## src/sv/sthr_pkg.sv

```systemverilog
// shared types, mode codes and command codes of the steiner tree unit
package sthr_pkg;

    typedef struct packed {
        logic [1:0]  mode;
        logic [2:0]  from_node;
        logic [2:0]  to_node;
        logic [15:0] link_weight;
    } sthr_item_t;

    typedef struct packed {
        logic [2:0]  path_index;
        logic [2:0]  node;
        logic [18:0] path_cost;
        logic        end_of_path;
        logic        last;
        logic        status;
    } sthr_result_t;

    localparam logic [1:0] MODE_LINK  = 2'd0;
    localparam logic [1:0] MODE_DEST  = 2'd1;
    localparam logic [1:0] MODE_RUN   = 2'd2;
    localparam logic [1:0] MODE_CLEAR = 2'd3;

    localparam int          COST_BITS = 19;
    localparam logic [18:0] COST_MAX  = 19'h7FFFF;

    localparam logic STATUS_OK    = 1'b0;
    localparam logic STATUS_UNRCH = 1'b1;

    localparam logic [4:0] OP_NONE        = 5'd0;
    localparam logic [4:0] OP_ACCEPT      = 5'd1;
    localparam logic [4:0] OP_DEST        = 5'd2;
    localparam logic [4:0] OP_CLEAR       = 5'd3;
    localparam logic [4:0] OP_LD_RD       = 5'd4;
    localparam logic [4:0] OP_LD_WR       = 5'd5;
    localparam logic [4:0] OP_RUN_INIT    = 5'd6;
    localparam logic [4:0] OP_ROUND_START = 5'd7;
    localparam logic [4:0] OP_EMIT_INSIDE = 5'd8;
    localparam logic [4:0] OP_T_NEXT      = 5'd9;
    localparam logic [4:0] OP_SRCH_INIT   = 5'd10;
    localparam logic [4:0] OP_SEL_STEP    = 5'd11;
    localparam logic [4:0] OP_SETTLE      = 5'd12;
    localparam logic [4:0] OP_RLX_STEP    = 5'd13;
    localparam logic [4:0] OP_DST_START   = 5'd14;
    localparam logic [4:0] OP_DST_SKIP    = 5'd15;
    localparam logic [4:0] OP_DST_TAKE    = 5'd16;
    localparam logic [4:0] OP_TRACE_STEP  = 5'd17;
    localparam logic [4:0] OP_PATH_START  = 5'd18;
    localparam logic [4:0] OP_EMIT_PATH   = 5'd19;
    localparam logic [4:0] OP_EMIT_ERR    = 5'd20;
    localparam logic [4:0] OP_SRC_ERR     = 5'd21;

    typedef struct packed {
        logic [4:0] op;
    } sthr_cmd_t;

    typedef struct packed {
        logic [1:0] mode;
        logic       src_ok;
        logic       rem_zero;
        logic       inside_nz;
        logic       t_end;
        logic       t_in_tree;
        logic       cnt_end;
        logic       cnt_last;
        logic       have;
        logic       cand;
        logic       trace_stop;
        logic       found;
        logic       ecnt_one;
        logic       out_free;
    } sthr_stat_t;

endpackage

```

## src/sv/sthr_stream_if.sv

```systemverilog
// valid/ready stream interface carrying one payload
interface sthr_stream_if #(parameter type payload_t = logic);
    logic     valid;
    logic     ready;
    payload_t data;

    modport source (output valid, output data, input ready);
    modport sink   (input valid, input data, output ready);
endinterface

```

## src/sv/steiner_tree_shortest_path_heuristic_unit.sv

```systemverilog
// top level of the shortest-path heuristic multicast tree builder
// The unit holds a directed graph of NODE_COUNT nodes in a link memory
// (one entry per node pair, valid bits in flops, so reset and the clear mode
// empty it at once) plus a destination set. A link load reads the stored
// weight before it writes; a destination add or a clear acts at dispatch.
// A run grows a tree from the source: each round emits a destination already
// on the tree at zero cost, else runs one shortest-path search from every tree
// node and joins the cheapest unserved destination. One search is a serial
// sequence: for each settled node a selection scan over all nodes and a
// relaxation with one link-memory read per neighbor, then a destination scan;
// up to N searches per round and N rounds. Results leave through a single
// output register; a stalled output holds the sequencer only when a new
// result is due. The next input item is taken once the run has finished.
module steiner_tree_shortest_path_heuristic_unit import sthr_pkg::*; #(
    parameter int NODE_COUNT  = 8,
    parameter int WEIGHT_BITS = 16
) (
    input  logic          clk,
    input  logic          rst_n,
    sthr_stream_if.sink   in_ch,
    sthr_stream_if.source out_ch
);

    // command and status between sequencer and datapath
    sthr_cmd_t  cmd;
    sthr_stat_t stat;

    sthr_ctrl u_ctrl (
        .clk      (clk),
        .rst_n    (rst_n),
        .in_valid (in_ch.valid),
        .in_ready (in_ch.ready),
        .stat     (stat),
        .cmd      (cmd)
    );

    // tables, masks, link memory and the result register
    sthr_dp #(
        .NODE_COUNT  (NODE_COUNT),
        .WEIGHT_BITS (WEIGHT_BITS)
    ) u_dp (
        .clk        (clk),
        .rst_n      (rst_n),
        .cmd        (cmd),
        .stat       (stat),
        .in_item    (in_ch.data),
        .out_ready  (out_ch.ready),
        .out_valid  (out_ch.valid),
        .out_result (out_ch.data)
    );

endmodule

```

## src/sv/sthr_ram.sv

```systemverilog
// generic single write, single read ram with registered read data
module sthr_ram #(
    parameter int WIDTH = 16,
    parameter int DEPTH = 64,
    localparam int AW = (DEPTH > 1) ? $clog2(DEPTH) : 1
) (
    input  logic             clk,
    input  logic             we,
    input  logic [AW-1:0]    waddr,
    input  logic [WIDTH-1:0] wdata,
    input  logic [AW-1:0]    raddr,
    output logic [WIDTH-1:0] rdata
);

    logic [WIDTH-1:0] mem_reg [DEPTH];
    logic [WIDTH-1:0] rdata_reg;

    always_ff @(posedge clk)
    begin
        if (we)
        begin
            mem_reg[waddr] <= wdata;
        end
        rdata_reg <= mem_reg[raddr];
    end

    assign rdata = rdata_reg;

endmodule

```

## src/sv/sthr_ctrl.sv

```systemverilog
// sequencer for loads, shortest-path searches and path emission
module sthr_ctrl import sthr_pkg::*; (
    input  logic       clk,
    input  logic       rst_n,
    input  logic       in_valid,
    output logic       in_ready,
    input  sthr_stat_t stat,
    output sthr_cmd_t  cmd
);

    localparam logic [4:0] S_IDLE      = 5'd0;
    localparam logic [4:0] S_DISPATCH  = 5'd1;
    localparam logic [4:0] S_LD_WR     = 5'd2;
    localparam logic [4:0] S_ROUND     = 5'd3;
    localparam logic [4:0] S_EMIT_IN   = 5'd4;
    localparam logic [4:0] S_T_CHECK   = 5'd5;
    localparam logic [4:0] S_SEL_SCAN  = 5'd6;
    localparam logic [4:0] S_SEL_END   = 5'd7;
    localparam logic [4:0] S_RLX_RD    = 5'd8;
    localparam logic [4:0] S_RLX_WR    = 5'd9;
    localparam logic [4:0] S_DST_SCAN  = 5'd10;
    localparam logic [4:0] S_TRACE     = 5'd11;
    localparam logic [4:0] S_DONE_T    = 5'd12;
    localparam logic [4:0] S_EMIT_PATH = 5'd13;
    localparam logic [4:0] S_EMIT_ERR  = 5'd14;
    localparam logic [4:0] S_SRC_ERR   = 5'd15;

    logic [4:0] state_reg, state_next;

    always_comb
    begin
        state_next = state_reg;
        cmd.op     = OP_NONE;
        in_ready   = 1'b0;
        case (state_reg)
            S_IDLE:
            begin
                in_ready = 1'b1;
                if (in_valid)
                begin
                    cmd.op     = OP_ACCEPT;
                    state_next = S_DISPATCH;
                end
            end
            S_DISPATCH:
            begin
                case (stat.mode)
                    MODE_LINK:
                    begin
                        cmd.op     = OP_LD_RD;
                        state_next = S_LD_WR;
                    end
                    MODE_DEST:
                    begin
                        cmd.op     = OP_DEST;
                        state_next = S_IDLE;
                    end
                    MODE_RUN:
                    begin
                        if (stat.src_ok)
                        begin
                            cmd.op     = OP_RUN_INIT;
                            state_next = S_ROUND;
                        end
                        else
                        begin
                            state_next = S_SRC_ERR;
                        end
                    end
                    default:
                    begin
                        cmd.op     = OP_CLEAR;
                        state_next = S_IDLE;
                    end
                endcase
            end
            S_LD_WR:
            begin
                cmd.op     = OP_LD_WR;
                state_next = S_IDLE;
            end
            S_ROUND:
            begin
                if (stat.rem_zero)
                begin
                    state_next = S_IDLE;
                end
                else if (stat.inside_nz)
                begin
                    state_next = S_EMIT_IN;
                end
                else
                begin
                    cmd.op     = OP_ROUND_START;
                    state_next = S_T_CHECK;
                end
            end
            S_EMIT_IN:
            begin
                if (stat.out_free)
                begin
                    cmd.op     = OP_EMIT_INSIDE;
                    state_next = S_ROUND;
                end
            end
            S_T_CHECK:
            begin
                if (stat.t_end)
                begin
                    state_next = S_DONE_T;
                end
                else if (stat.t_in_tree)
                begin
                    cmd.op     = OP_SRCH_INIT;
                    state_next = S_SEL_SCAN;
                end
                else
                begin
                    cmd.op = OP_T_NEXT;
                end
            end
            S_SEL_SCAN:
            begin
                if (stat.cnt_end)
                begin
                    state_next = S_SEL_END;
                end
                else
                begin
                    cmd.op = OP_SEL_STEP;
                end
            end
            S_SEL_END:
            begin
                if (stat.have)
                begin
                    cmd.op     = OP_SETTLE;
                    state_next = S_RLX_RD;
                end
                else
                begin
                    cmd.op     = OP_DST_START;
                    state_next = S_DST_SCAN;
                end
            end
            S_RLX_RD:
            begin
                state_next = S_RLX_WR;
            end
            S_RLX_WR:
            begin
                cmd.op     = OP_RLX_STEP;
                state_next = stat.cnt_last ? S_SEL_SCAN : S_RLX_RD;
            end
            S_DST_SCAN:
            begin
                if (stat.cnt_end)
                begin
                    cmd.op     = OP_T_NEXT;
                    state_next = S_T_CHECK;
                end
                else if (stat.cand)
                begin
                    cmd.op     = OP_DST_TAKE;
                    state_next = S_TRACE;
                end
                else
                begin
                    cmd.op = OP_DST_SKIP;
                end
            end
            S_TRACE:
            begin
                cmd.op = OP_TRACE_STEP;
                if (stat.trace_stop)
                begin
                    state_next = S_DST_SCAN;
                end
            end
            S_DONE_T:
            begin
                if (stat.found)
                begin
                    cmd.op     = OP_PATH_START;
                    state_next = S_EMIT_PATH;
                end
                else
                begin
                    state_next = S_EMIT_ERR;
                end
            end
            S_EMIT_PATH:
            begin
                if (stat.out_free)
                begin
                    cmd.op = OP_EMIT_PATH;
                    if (stat.ecnt_one)
                    begin
                        state_next = S_ROUND;
                    end
                end
            end
            S_EMIT_ERR:
            begin
                if (stat.out_free)
                begin
                    cmd.op     = OP_EMIT_ERR;
                    state_next = S_IDLE;
                end
            end
            S_SRC_ERR:
            begin
                if (stat.out_free)
                begin
                    cmd.op     = OP_SRC_ERR;
                    state_next = S_IDLE;
                end
            end
            default:
            begin
                state_next = S_IDLE;
            end
        endcase
    end

    always_ff @(posedge clk or negedge rst_n)
    begin
        if (!rst_n)
        begin
            state_reg <= S_IDLE;
        end
        else
        begin
            state_reg <= state_next;
        end
    end

endmodule

```

## src/sv/sthr_dp.sv

```systemverilog
// link memory, search tables, tree masks, path buffer and result register
module sthr_dp import sthr_pkg::*; #(
    parameter int NODE_COUNT  = 8,
    parameter int WEIGHT_BITS = 16
) (
    input  logic         clk,
    input  logic         rst_n,
    input  sthr_cmd_t    cmd,
    output sthr_stat_t   stat,
    input  sthr_item_t   in_item,
    input  logic         out_ready,
    output logic         out_valid,
    output sthr_result_t out_result
);

    localparam int NB    = (NODE_COUNT > 1) ? $clog2(NODE_COUNT) : 1;
    localparam int CB    = $clog2(NODE_COUNT + 1);
    localparam int AB    = 2 * NB;
    localparam int DEPTH = 1 << AB;
    localparam int DB    = WEIGHT_BITS + 3;
    localparam int WIDE  = (WEIGHT_BITS > 16) ? WEIGHT_BITS : 16;
    localparam int CW    = (DB > COST_BITS) ? DB : COST_BITS;
    localparam logic [CB-1:0]         CNT_N    = CB'(NODE_COUNT);
    localparam logic [CB-1:0]         CNT_LAST = CB'(NODE_COUNT - 1);
    localparam logic [CB-1:0]         CNT_ONE  = CB'(1);
    localparam logic [NODE_COUNT-1:0] BIT0     = NODE_COUNT'(1);

    function automatic logic [NB-1:0] lowest(input logic [NODE_COUNT-1:0] m);
        logic [NB-1:0] r;
        r = '0;
        for (int i = NODE_COUNT - 1; i >= 0; i--)
        begin
            if (m[i])
            begin
                r = NB'(i);
            end
        end
        return r;
    endfunction

    function automatic logic [COST_BITS-1:0] sat_cost(input logic [DB-1:0] c);
        logic [CW-1:0] e;
        e = CW'(c);
        if (e > CW'(COST_MAX))
        begin
            return COST_MAX;
        end
        return e[COST_BITS-1:0];
    endfunction

    // control state
    logic [DEPTH-1:0]      lvalid_reg, lvalid_next;
    logic [NODE_COUNT-1:0] dest_reg, dest_next;
    logic [NODE_COUNT-1:0] tree_reg, tree_next;
    logic [NODE_COUNT-1:0] rem_reg, rem_next;
    logic [NODE_COUNT-1:0] reached_reg, reached_next;
    logic [NODE_COUNT-1:0] settled_reg, settled_next;
    logic [CB-1:0]         t_reg, t_next;
    logic [CB-1:0]         cnt_reg, cnt_next;
    logic [CB-1:0]         plen_reg, plen_next;
    logic [CB-1:0]         ecnt_reg, ecnt_next;
    logic [CB-1:0]         served_reg, served_next;
    logic                  have_reg, have_next;
    logic                  found_reg, found_next;
    logic                  out_valid_reg, out_valid_next;

    // payload
    sthr_item_t            item_reg, item_next;
    logic [DB-1:0]         dist_reg [NODE_COUNT];
    logic [DB-1:0]         dist_next [NODE_COUNT];
    logic [NB-1:0]         parent_reg [NODE_COUNT];
    logic [NB-1:0]         parent_next [NODE_COUNT];
    logic [NB-1:0]         path_reg [NODE_COUNT];
    logic [NB-1:0]         path_next [NODE_COUNT];
    logic [NB-1:0]         u_reg, u_next;
    logic [NB-1:0]         cur_reg, cur_next;
    logic [NB-1:0]         best_d_reg, best_d_next;
    logic [DB-1:0]         du_reg, du_next;
    logic [DB-1:0]         best_cost_reg, best_cost_next;
    sthr_result_t          out_reg, out_next;

    logic [NB-1:0]          from_idx, to_idx, cnt_idx, t_idx, par_addr, path_node;
    logic [NB-1:0]          low_tree_dest, low_rem;
    logic                   src_ok, link_ok;
    logic [AB-1:0]          ld_addr, ram_raddr;
    logic [WIDE-1:0]        w_ext;
    logic [WEIGHT_BITS-1:0] w_sat, ram_rdata;
    logic                   ram_we;
    logic [DB-1:0]          dist_rd, nd;
    logic [NB-1:0]          par_rd;
    logic [NODE_COUNT-1:0]  tree_dests;
    logic [CB-1:0]          ecnt_m1;
    logic [3:0]             served4;
    logic                   cand;

    assign from_idx = item_reg.from_node[NB-1:0];
    assign to_idx   = item_reg.to_node[NB-1:0];
    assign src_ok   = {1'b0, item_reg.from_node} < 4'(NODE_COUNT);
    assign link_ok  = src_ok && ({1'b0, item_reg.to_node} < 4'(NODE_COUNT));
    assign ld_addr  = {from_idx, to_idx};
    assign cnt_idx  = cnt_reg[NB-1:0];
    assign t_idx    = t_reg[NB-1:0];

    // weights beyond the stored range saturate
    assign w_ext = WIDE'(item_reg.link_weight);
    assign w_sat = (w_ext > WIDE'({WEIGHT_BITS{1'b1}})) ? {WEIGHT_BITS{1'b1}}
                                                         : w_ext[WEIGHT_BITS-1:0];

    assign ram_raddr = (cmd.op == OP_LD_RD) ? ld_addr : {u_reg, cnt_idx};
    assign ram_we    = (cmd.op == OP_LD_WR) && link_ok &&
                       (!lvalid_reg[ld_addr] || (w_sat < ram_rdata));

    sthr_ram #(
        .WIDTH (WEIGHT_BITS),
        .DEPTH (DEPTH)
    ) u_links (
        .clk   (clk),
        .we    (ram_we),
        .waddr (ld_addr),
        .wdata (w_sat),
        .raddr (ram_raddr),
        .rdata (ram_rdata)
    );

    assign dist_rd       = dist_reg[cnt_idx];
    assign par_addr      = (cmd.op == OP_TRACE_STEP) ? cur_reg : cnt_idx;
    assign par_rd        = parent_reg[par_addr];
    assign nd            = du_reg + DB'(ram_rdata);
    assign tree_dests    = rem_reg & tree_reg;
    assign low_tree_dest = lowest(tree_dests);
    assign low_rem       = lowest(rem_reg);
    assign ecnt_m1       = ecnt_reg - CNT_ONE;
    assign path_node     = path_reg[ecnt_m1[NB-1:0]];
    assign served4       = 4'(served_reg);
    assign cand          = rem_reg[cnt_idx] && reached_reg[cnt_idx] &&
                           (!found_reg || (dist_rd < best_cost_reg));

    always_comb
    begin
        lvalid_next    = lvalid_reg;
        dest_next      = dest_reg;
        tree_next      = tree_reg;
        rem_next       = rem_reg;
        reached_next   = reached_reg;
        settled_next   = settled_reg;
        t_next         = t_reg;
        cnt_next       = cnt_reg;
        plen_next      = plen_reg;
        ecnt_next      = ecnt_reg;
        served_next    = served_reg;
        have_next      = have_reg;
        found_next     = found_reg;
        item_next      = item_reg;
        dist_next      = dist_reg;
        parent_next    = parent_reg;
        path_next      = path_reg;
        u_next         = u_reg;
        cur_next       = cur_reg;
        best_d_next    = best_d_reg;
        du_next        = du_reg;
        best_cost_next = best_cost_reg;
        out_next       = out_reg;
        out_valid_next = out_valid_reg && !out_ready;

        case (cmd.op)
            OP_ACCEPT:
            begin
                item_next = in_item;
            end
            OP_DEST:
            begin
                if ({1'b0, item_reg.to_node} < 4'(NODE_COUNT))
                begin
                    dest_next = dest_reg | (BIT0 << to_idx);
                end
            end
            OP_CLEAR:
            begin
                lvalid_next = '0;
                dest_next   = '0;
                tree_next   = '0;
            end
            OP_LD_WR:
            begin
                if (ram_we)
                begin
                    lvalid_next[ld_addr] = 1'b1;
                end
            end
            OP_RUN_INIT:
            begin
                tree_next   = BIT0 << from_idx;
                rem_next    = dest_reg;
                served_next = '0;
            end
            OP_ROUND_START:
            begin
                t_next     = '0;
                found_next = 1'b0;
            end
            OP_EMIT_INSIDE:
            begin
                out_next.path_index  = served4[2:0];
                out_next.node        = 3'(low_tree_dest);
                out_next.path_cost   = '0;
                out_next.end_of_path = 1'b1;
                out_next.last        = ((rem_reg & ~(BIT0 << low_tree_dest)) == '0);
                out_next.status      = STATUS_OK;
                out_valid_next       = 1'b1;
                rem_next             = rem_reg & ~(BIT0 << low_tree_dest);
                served_next          = served_reg + CNT_ONE;
            end
            OP_T_NEXT:
            begin
                t_next = t_reg + CNT_ONE;
            end
            OP_SRCH_INIT:
            begin
                dist_next[t_idx]   = '0;
                parent_next[t_idx] = t_idx;
                reached_next       = BIT0 << t_idx;
                settled_next       = '0;
                cnt_next           = '0;
                have_next          = 1'b0;
            end
            OP_SEL_STEP:
            begin
                if (reached_reg[cnt_idx] && !settled_reg[cnt_idx] &&
                    (!have_reg || (dist_rd < du_reg)))
                begin
                    have_next = 1'b1;
                    u_next    = cnt_idx;
                    du_next   = dist_rd;
                end
                cnt_next = cnt_reg + CNT_ONE;
            end
            OP_SETTLE:
            begin
                settled_next = settled_reg | (BIT0 << u_reg);
                cnt_next     = '0;
            end
            OP_RLX_STEP:
            begin
                if (!settled_reg[cnt_idx] && lvalid_reg[{u_reg, cnt_idx}])
                begin
                    if (!reached_reg[cnt_idx] || (nd < dist_rd))
                    begin
                        reached_next[cnt_idx] = 1'b1;
                        dist_next[cnt_idx]    = nd;
                        parent_next[cnt_idx]  = u_reg;
                    end
                    else if ((nd == dist_rd) && (u_reg < par_rd))
                    begin
                        parent_next[cnt_idx] = u_reg;
                    end
                end
                if (cnt_reg == CNT_LAST)
                begin
                    cnt_next  = '0;
                    have_next = 1'b0;
                end
                else
                begin
                    cnt_next = cnt_reg + CNT_ONE;
                end
            end
            OP_DST_START:
            begin
                cnt_next = '0;
            end
            OP_DST_SKIP:
            begin
                cnt_next = cnt_reg + CNT_ONE;
            end
            OP_DST_TAKE:
            begin
                found_next     = 1'b1;
                best_cost_next = dist_rd;
                best_d_next    = cnt_idx;
                plen_next      = '0;
                cur_next       = cnt_idx;
            end
            OP_TRACE_STEP:
            begin
                // path is built destination first, walked back through parents
                path_next[plen_reg[NB-1:0]] = cur_reg;
                plen_next                   = plen_reg + CNT_ONE;
                cur_next                    = par_rd;
                if ((cur_reg == t_idx) || (plen_reg == CNT_LAST))
                begin
                    cnt_next = cnt_reg + CNT_ONE;
                end
            end
            OP_PATH_START:
            begin
                ecnt_next = plen_reg;
            end
            OP_EMIT_PATH:
            begin
                out_next.path_index  = served4[2:0];
                out_next.node        = 3'(path_node);
                out_next.path_cost   = sat_cost(best_cost_reg);
                out_next.end_of_path = (ecnt_reg == CNT_ONE);
                out_next.last        = (ecnt_reg == CNT_ONE) &&
                                       ((rem_reg & ~(BIT0 << best_d_reg)) == '0);
                out_next.status      = STATUS_OK;
                out_valid_next       = 1'b1;
                tree_next            = tree_reg | (BIT0 << path_node);
                ecnt_next            = ecnt_m1;
                if (ecnt_reg == CNT_ONE)
                begin
                    rem_next    = rem_reg & ~(BIT0 << best_d_reg);
                    served_next = served_reg + CNT_ONE;
                end
            end
            OP_EMIT_ERR:
            begin
                out_next.path_index  = served4[2:0];
                out_next.node        = 3'(low_rem);
                out_next.path_cost   = '0;
                out_next.end_of_path = 1'b0;
                out_next.last        = 1'b1;
                out_next.status      = STATUS_UNRCH;
                out_valid_next       = 1'b1;
            end
            OP_SRC_ERR:
            begin
                out_next.path_index  = '0;
                out_next.node        = item_reg.from_node;
                out_next.path_cost   = '0;
                out_next.end_of_path = 1'b0;
                out_next.last        = 1'b1;
                out_next.status      = STATUS_UNRCH;
                out_valid_next       = 1'b1;
            end
            default:
            begin
            end
        endcase
    end

    always_ff @(posedge clk or negedge rst_n)
    begin
        if (!rst_n)
        begin
            lvalid_reg    <= '0;
            dest_reg      <= '0;
            tree_reg      <= '0;
            rem_reg       <= '0;
            reached_reg   <= '0;
            settled_reg   <= '0;
            t_reg         <= '0;
            cnt_reg       <= '0;
            plen_reg      <= '0;
            ecnt_reg      <= '0;
            served_reg    <= '0;
            have_reg      <= 1'b0;
            found_reg     <= 1'b0;
            out_valid_reg <= 1'b0;
        end
        else
        begin
            lvalid_reg    <= lvalid_next;
            dest_reg      <= dest_next;
            tree_reg      <= tree_next;
            rem_reg       <= rem_next;
            reached_reg   <= reached_next;
            settled_reg   <= settled_next;
            t_reg         <= t_next;
            cnt_reg       <= cnt_next;
            plen_reg      <= plen_next;
            ecnt_reg      <= ecnt_next;
            served_reg    <= served_next;
            have_reg      <= have_next;
            found_reg     <= found_next;
            out_valid_reg <= out_valid_next;
        end
    end

    always_ff @(posedge clk)
    begin
        item_reg      <= item_next;
        dist_reg      <= dist_next;
        parent_reg    <= parent_next;
        path_reg      <= path_next;
        u_reg         <= u_next;
        cur_reg       <= cur_next;
        best_d_reg    <= best_d_next;
        du_reg        <= du_next;
        best_cost_reg <= best_cost_next;
        out_reg       <= out_next;
    end

    assign out_valid  = out_valid_reg;
    assign out_result = out_reg;

    always_comb
    begin
        stat.mode       = item_reg.mode;
        stat.src_ok     = src_ok;
        stat.rem_zero   = (rem_reg == '0);
        stat.inside_nz  = (tree_dests != '0);
        stat.t_end      = (t_reg == CNT_N);
        stat.t_in_tree  = tree_reg[t_idx];
        stat.cnt_end    = (cnt_reg == CNT_N);
        stat.cnt_last   = (cnt_reg == CNT_LAST);
        stat.have       = have_reg;
        stat.cand       = cand;
        stat.trace_stop = (cur_reg == t_idx) || (plen_reg == CNT_LAST);
        stat.found      = found_reg;
        stat.ecnt_one   = (ecnt_reg == CNT_ONE);
        stat.out_free   = !out_valid_reg || out_ready;
    end

endmodule

```

## src/flat_wrapper.sv

```systemverilog
// flat-port wrapper written by rule: the top's interface ports become plain ports
module steiner_tree_shortest_path_heuristic_unit_flat import sthr_pkg::*;
#(
    parameter int NODE_COUNT  = 8,
    parameter int WEIGHT_BITS = 16
)
  (clk, rst_n, in_ch_valid, in_ch_data, in_ch_ready, out_ch_valid, out_ch_data, out_ch_ready);
  sthr_stream_if #(.payload_t(sthr_item_t)) in_ch_i ();
  sthr_stream_if #(.payload_t(sthr_result_t)) out_ch_i ();
  input  logic clk;
  input  logic rst_n;
  input wire logic [$bits(in_ch_i.valid)-1:0] in_ch_valid;
  input wire logic [$bits(in_ch_i.data)-1:0] in_ch_data;
  output wire logic [$bits(in_ch_i.ready)-1:0] in_ch_ready;
  output wire logic [$bits(out_ch_i.valid)-1:0] out_ch_valid;
  output wire logic [$bits(out_ch_i.data)-1:0] out_ch_data;
  input wire logic [$bits(out_ch_i.ready)-1:0] out_ch_ready;
  assign in_ch_i.valid = in_ch_valid;
  assign in_ch_i.data = in_ch_data;
  assign in_ch_ready = in_ch_i.ready;
  assign out_ch_valid = out_ch_i.valid;
  assign out_ch_data = out_ch_i.data;
  assign out_ch_i.ready = out_ch_ready;
  steiner_tree_shortest_path_heuristic_unit #(.NODE_COUNT(NODE_COUNT), .WEIGHT_BITS(WEIGHT_BITS)) u_core (.clk(clk), .rst_n(rst_n), .in_ch(in_ch_i), .out_ch(out_ch_i));
endmodule
```

## config.mk

```make
export PLATFORM = sky130hd
export DESIGN_NAME = steiner_tree_shortest_path_heuristic_unit_flat
export DESIGN_NICKNAME = d
export VERILOG_FILES = /design/src/sv/sthr_pkg.sv /design/src/sv/sthr_stream_if.sv /design/src/sv/steiner_tree_shortest_path_heuristic_unit.sv /design/src/sv/sthr_ram.sv /design/src/sv/sthr_ctrl.sv /design/src/sv/sthr_dp.sv /design/src/flat_wrapper.sv
export SDC_FILE = /design/constraint.sdc
export NUM_CORES = 2
export LEC_CHECK = 0
export BUFFER_PORTS_ARGS = -buffer_cell sky130_fd_sc_hd__buf_2
export CORE_UTILIZATION = 45
export CTS_CLUSTER_SIZE = 30
export DETAILED_ROUTE_END_ITERATION = 12
export GPL_ROUTABILITY_DRIVEN = 0
export GPL_TIMING_DRIVEN = 1
export MAX_ROUTING_LAYER = met4
export SETUP_SLACK_MARGIN = 0.2
export SLEW_MARGIN = 20
export SYNTH_ARGS = -nofsm -noshare
export SYNTH_HDL_FRONTEND = slang
export SYNTH_SLANG_ARGS = --single-unit
```

## constraint.sdc

```tcl
create_clock -name clk -period 10.9 [get_ports clk]
set_input_delay 1.09 -clock clk [delete_from_list [all_inputs] [get_ports clk]]
set_output_delay 1.09 -clock clk [all_outputs]
set_load 0.005 [all_outputs]
```

Yosys cells after proc, flatten, opt, wreduce, memory -nomap -nowiden
Memories as Yosys holds them, arrays and structs flattened. A register that Yosys moved wholly into a read port is not among the register bits.
Cells that the tools add are included.
{ "totals": {"reg_bits": 431, "latchBits": 0, "ram_bits": 1024, "romBits": 0, "out_inout_bits": 30, "wordCells": 357, "n_memories": 1} }
{ "mem_list": {"columns": ["memory", "depth", "word_bits", "rd", "rd_clocked_by_memory_dff", "write_ports", "line_no", "text"], "rows": [
  ["u_core.u_dp.u_links.mem_reg", 64, 16, 1, 1, 1, "sthr_ram.sv:15", "logic [WIDTH-1:0] mem_reg [DEPTH];"]
]} }
{ "op_classes": {"n_addsub": 6, "multipliers": 0, "div": 0, "magnitude_cmp": 21, "eq_ne": 62, "shifts": 7, "mux": 131, "n_bitwise": 17, "reduce_logical": 58} }
{ "ops": {"columns": ["operator", "n"], "rows": [
  ["$mux W152", 2],
  ["$pmux W152 S2", 1],
  ["$and A152 B152 Y152", 1],
  ["$bwmux W152", 1],
  ["$not A152 Y152", 1],
  ["$pmux W64 S2", 1],
  ["$demux W19 S3", 2],
  ["$mux W19", 6],
  ["$pmux W28 S4", 1],
  ["$mux W5", 17],
  ["$mux W3", 27],
  ["$eq A5 B4 Y1 const B", 16],
  ["$pmux W5 S15", 1],
  ["$bwmux W24", 3],
  ["$mux W24", 3],
  ["$pmux W5 S14", 1],
  ["$mux W64", 1],
  ["$or A64 B64 Y64", 1],
  ["$bmux W19 S3", 1],
  ["$lt A19 B19 Y1", 3],
  ["$shl A1 B3 Y8 const A", 7],
  ["$pmux W24 S2", 1],
  ["$pmux W8 S2", 3],
  ["$pmux W8 S3", 2],
  ["69 further kinds", 199]
]} }

Longest topological paths before layout
{ "logic_depth": {"word_depth": 22, "ltp_mapped": 28, "mapped_depth_nobuf": 20} }

By module
From an unflattened synthesis, not the netlist that was laid out.
{ "unflattened": {"hier_cells": 4061, "area_unflattened_um2": 63918.8} }
{ "modules_own_cells": {"columns": ["module", "n_inst", "cells_each", "area_per_inst_um2", "seq_area_each_um2"], "rows": [
  ["sthr_ram", 1, 1820, 39978.3, 31069.8],
  ["sthr_dp", 1, 2121, 23119.7, 12131.6],
  ["sthr_ctrl", 1, 120, 820.8, 100.1]
]} }

Least setup slack after synthesis
No wires, ideal clock.
{ "synth_timing": {"path_kind": "reg2reg", "from": "register u_core.u_dp.cnt_reg[2]", "to": "register u_core.u_dp.u_links.rdata_reg[13], in the netlist u_core.u_dp.u_links.rdata[13], read port of u_core.u_dp.u_links.mem_reg", "setup_ps": 134, "arrival_ps": 5870, "path_slack_ps": 4896, "path_stages_with_launch": 25, "n_path_buf": 8, "synth_period_minus_slack_ps": 6004, "cell_sequence": "dfrtp_1 -> buf_2 -> buf_1 -> buf_2 -> buf_1 -> buf_1 -> clkbuf_1 -> nand2b_1 -> and3_1 -> inv_1 -> ha_1 -> a21oi_1 -> a21oi_1 -> a2111oi_0 -> o21ai_0 -> o211a_1 -> nand3b_4 -> buf_6 -> nor2_8 -> mux2_2 -> clkbuf_1 -> a211o_1 -> nand4_1 -> a21bo_1 -> or4_1"} }
{ "synth_between": {"elab_chain_cells": 12} }
{ "synth_rtl": {"columns": ["item", "line_no", "text"], "rows": [
  ["start, declared", "sthr_dp.sv:59", "logic [CB-1:0] cnt_reg, cnt_next;"],
  ["start signal, assigned", "sthr_dp.sv:370", "cnt_reg <= cnt_next;"],
  ["$not A3 Y4 (not written as such)", "sthr_dp.sv:125", "assign dist_rd = dist_reg[cnt_idx];"],
  ["$bmux W19 S3", "sthr_dp.sv:125", null],
  ["$mux W19 (not written as such) (2 in series)", "sthr_dp.sv:125", null],
  ["via u_core.u_dp.dist_rd[13]", "sthr_dp.sv:89", "logic [DB-1:0] dist_rd, nd;"],
  ["$lt A19 B19 Y1", "sthr_dp.sv:136", "(!found_reg || (dist_rd < best_cost_reg));"],
  ["$logic_or A1 B1 Y1", "sthr_dp.sv:136", null],
  ["$logic_and A1 B1 Y1", "sthr_dp.sv:135", "assign cand = rem_reg[cnt_idx] && reached_reg[cnt_idx] &&"],
  ["$mux W5", "sthr_ctrl.sv:162", "else if (stat.cand)"],
  ["$mux W5", "sthr_ctrl.sv:157", "if (stat.cnt_end)"],
  ["$pmux W5 S15", "sthr_ctrl.sv:35", "case (state_reg)"],
  ["$eq A5 B3 Y1", "sthr_dp.sv:109", "assign ram_raddr = (cmd.op == OP_LD_RD) ? ld_addr : {u_reg, cnt_idx};"],
  ["$mux W6", "sthr_dp.sv:109", null],
  ["end, declared", "sthr_ram.sv:16", "logic [WIDTH-1:0] rdata_reg;"]
]} }
The timed path passes the listed nets, and every way through them passes these cells. The select of a mux whose other input is x is not followed.
A chain may end at the register's enable or synchronous reset.

Worst setup path in the final report
{ "layout_timing": {"from": "register u_core.u_dp.cnt_reg[1]", "to": "register u_core.u_dp.u_links.rdata_reg[3], in the netlist u_core.u_dp.u_links.rdata[3], read port of u_core.u_dp.u_links.mem_reg"} }
Same word-level chain as after synthesis.

==> impl_metrics.json <==
{
  "grt_pass1_vias": 43100,
  "critPathKind": "reg2reg",
  "grt_use_met1": 0.405,
  "routed_wl_um": 213000,
  "io_buffer_count": 57,
  "power_leakage_uw": 0.0260,
  "avgSynthCellArea_sq_um": 13.0,
  "worstMarginPinSlew_ns": 1.26,
  "period_share": 0.759,
  "yosys_most_used_dff": "edfxtp_1",
  "synth_top_area_frac": 0.614,
  "die_w_um": 381,
  "setup.worst_path.end_class": "register",
  "synth-seq-area-share": 0.669,
  "die_area_sq_mm": 0.145,
  "met3_usage": 0.0575,
  "powerDensity_mw_per_mm2": 154,
  "drc": 0,
  "synth_compound_area_frac": 0.142,
  "drive_gt1_frac": 0.120,
  "worst_path_dominant_cell_family": "simple AND/OR/NAND/NOR gates",
  "grt.busiest_layer": "met2",
  "critPathMostFrequentCell": "buf_4",
  "synthTopCellsByArea": "edfxtp_1 (61%), dfrtp_1 (5.0%), o21ai_0 (3.7%)",
  "htree_levels": 4,
  "fillers": 12000,
  "required_ns": 11.59,
  "period_needed_ns": 8.27,
  "cts_setup_buffers": 0,
  "final_nets": 5123,
  "clk_path_buf_depth": 3,
  "wl_per_cell_um": 30.3,
  "rsz0062_at_grt": "false",
  "synth_mux_area_frac": 0.0429,
  "drv_cap": 0,
  "grt_usage": 0.297,
  "num_vias": 45500,
  "rows": 138,
  "numClockSinks": 1469,
  "hp-class": "in2async",
  "synth_nets": 5102,
  "cp_slowest_cell": "a2111oi_0",
  "yosys.area.top_type": "edfxtp_1",
  "antenna_left": 0,
  "setup_viol": 0,
  "syn_area_sq_mm": 0.0647,
  "yosysUniqueCellTypes": 92,
  "slowest_delay_ns": 0.62,
  "crit_buf_inv": 5,
  "clkTransAtPathRegs_ns": 0.06,
  "synth_fa_ha_area_frac": 0.0196,
  "die-height_um": 381,
  "antenna_found_initial": 7,
  "hold_viol": 0,
  "total_power_uw": 11200,
  "cts_inserted_buffers": 156,
  "dp_hpwl_um": 128000,
  "place_area_sq_mm": 0.0677,
  "yosysWarnings": 0,
  "ys_seq_elements": 1469,
  "arrival_ns": 8.96,
  "drtIter0Drc": 6501,
  "synth_edf_count": 1323,
  "grt_remaining_overflow": 0,
  "ctsResizeCount": 0,
  "met2_usage": 0.442,
  "ios": 58,
  "cp_cell_sequence": "buf_4 -> inv_1 -> and3_1 -> buf_4 -> a22o_1 -> a221o_1 -> nor3_1 -> inv_1 -> ha_1 -> nand2_1 -> a2111oi_0 -> o211a_1 -> o211ai_1 -> and3_2 -> nand3_4 -> nand2_4 -> buf_4 -> a211oi_1 -> a221o_1 -> o22ai_1 -> or4_1",
  "design_area_sq_mm": 0.0727,
  "grt_pass1_wl_um": 308000,
  "status": "complete, no violations",
  "syn_to_final_growth_pct": 12.3,
  "synth_top_family_by_area": "compound AO/OA/AOI/OAI gates",
  "post-route-util": 0.512,
  "placeableCoreArea_sq_mm": 0.142,
  "vdd_drop_max_mv": 0.145,
  "grt_max_degree": 130,
  "synthSimpleGateAreaFrac": 0.0928,
  "netlist_top_cells_count": "edfxtp_1 (1,323), o21ai_0 (483), a21oi_1 (371), nand2_1 (351), nand3_1 (349)",
  "largest_reg_flops": 1024,
  "root_buffer": "clkbuf_16",
  "holdBufCountCts": 0,
  "final.setup.tns_ns": 0,
  "slew_viol_final": 0,
  "avgViaCountPerCell": 6.48,
  "synth_cells": 4973,
  "synth-xor-area-share": 0.00284,
  "fmax_ghz": 0.121,
  "first_pass_iters": 9,
  "yosysMostFrequentCell": "edfxtp_1",
  "startpoint_type": "register",
  "start_util": 0.456,
  "relSlewSlack": 0.154,
  "cp_max_fo": 57,
  "finClkSkew_ns": 0.0531,
  "cts_tree": "yes",
  "clk_latency_ns": 0.81,
  "async_reset_ff_frac": 0.0885
}
==> cell type report <==
| type | count | area, sq um | share of cell area |
|---|---|---|---|
| timing repair buffer | 235 | 1760 | 0.0241 |
| clock inverter | 85 | 747 | 0.0103 |
| antenna | 7 | 17.5 | 0.000241 |
| tap | 1890 | 2360 | 0.0325 |
| multi-input combinational | 3021 | 19900 | 0.274 |
| inverter | 111 | 417 | 0.00573 |
| sequential | 1469 | 43300 | 0.596 |
| clock buffer | 201 | 4200 | 0.0577 |
==> per-layer routing <==
layer,wire [um],up-vias,share of wire
li1,-,19400,-
met1,85700,23000,0.40
met3,21300,401,0.10
met4,8110,0,0.038
met2,97800,2751,0.46
met5,0,-,0
==> through the flow <==
stage                     std cells  setup slack (ns)  hold slack (ns)
after CTS                      7010              2.81            0.319
after global routing           7017              2.44            0.352
after detailed placement       6724              2.84            0.484
after global placement         6723              2.03            0.472
after floorplan                4973              4.90            0.454
final                          7019              2.63            0.314
==> cells by family (layout without fill, tap and decap cells) <==
logic type | count (synthesis) | after routing
buffers and inverters | 483 | 632
DFF | 1469 | 1469
and+or+nand+nor | 1221 | 1221
xor gates and xnor gates | 21 | 21
other | 0 | 7
AOI/OAI and AO/OA | 1461 | 1461
adders and majority gates | 101 | 101
muxes | 217 | 217
==> where the power goes <==
group	leakage, uW	switching (uW)	total, uW	internal (uW)
Clock	0.00239	2280	5160	2880
Combinational	0.00988	13.1	17.0	3.91
Sequential	0.0137	0.0000000000000470	6050	6050
==> layout by cell type (no fill, tap or decap), types with 45 or more instances in the layout <==
cell type	n
a21oi_1	362
a22o_1	83
a22oi_1	55
a31oi_1	57
and3_1	97
buf_2	56
buf_4	168
clkbuf_16	159
dfrtp_1	127
edfxtp_1	1323
ha_1	100
inv_1	108
mux2i_1	137
mux4_2	45
nand2_1	349
nand3_1	349
nor2_1	149
o21ai_0	483
o41ai_1	74
==> worst register-to-register path: cells and delay by family (launching register included) <==
kind	cells	cell delay (ns)
DFF	1	0.33
AOI/OAI and AO/OA	8	2.68
and+or+nand+nor	7	2.76
adders and majority gates	1	0.32
buffers and inverters	5	2.07
==> final timing paths <==
check                      depth (start not counted)  slack, ns                                     end                                   start
max in group asynchronous                          2       9.24  u_core.u_dp.lvalid_reg[36]$_DFFE_PN0P_                                   rst_n
setup / recovery                                  21       2.63    u_core.u_dp.u_links.rdata[3]$_DFF_P_      u_core.u_dp.cnt_reg[1]$_DFFE_PN0P_
hold / removal                                     1       0.31  u_core.u_dp.reached_reg[2]$_DFFE_PN0P_                                   rst_n
setup reg to reg                                  21       2.63    u_core.u_dp.u_links.rdata[3]$_DFF_P_      u_core.u_dp.cnt_reg[1]$_DFFE_PN0P_
min in group clk                                   1       0.46       u_core.u_dp.from_idx[2]$_DFFE_PN_                          in_ch_data[21]
hold reg to reg                                    2       0.50  u_core.u_dp.settled_reg[1]$_DFFE_PN0P_  u_core.u_dp.settled_reg[1]$_DFFE_PN0P_
No activity file was read; power rests on OpenSTA's default activity.
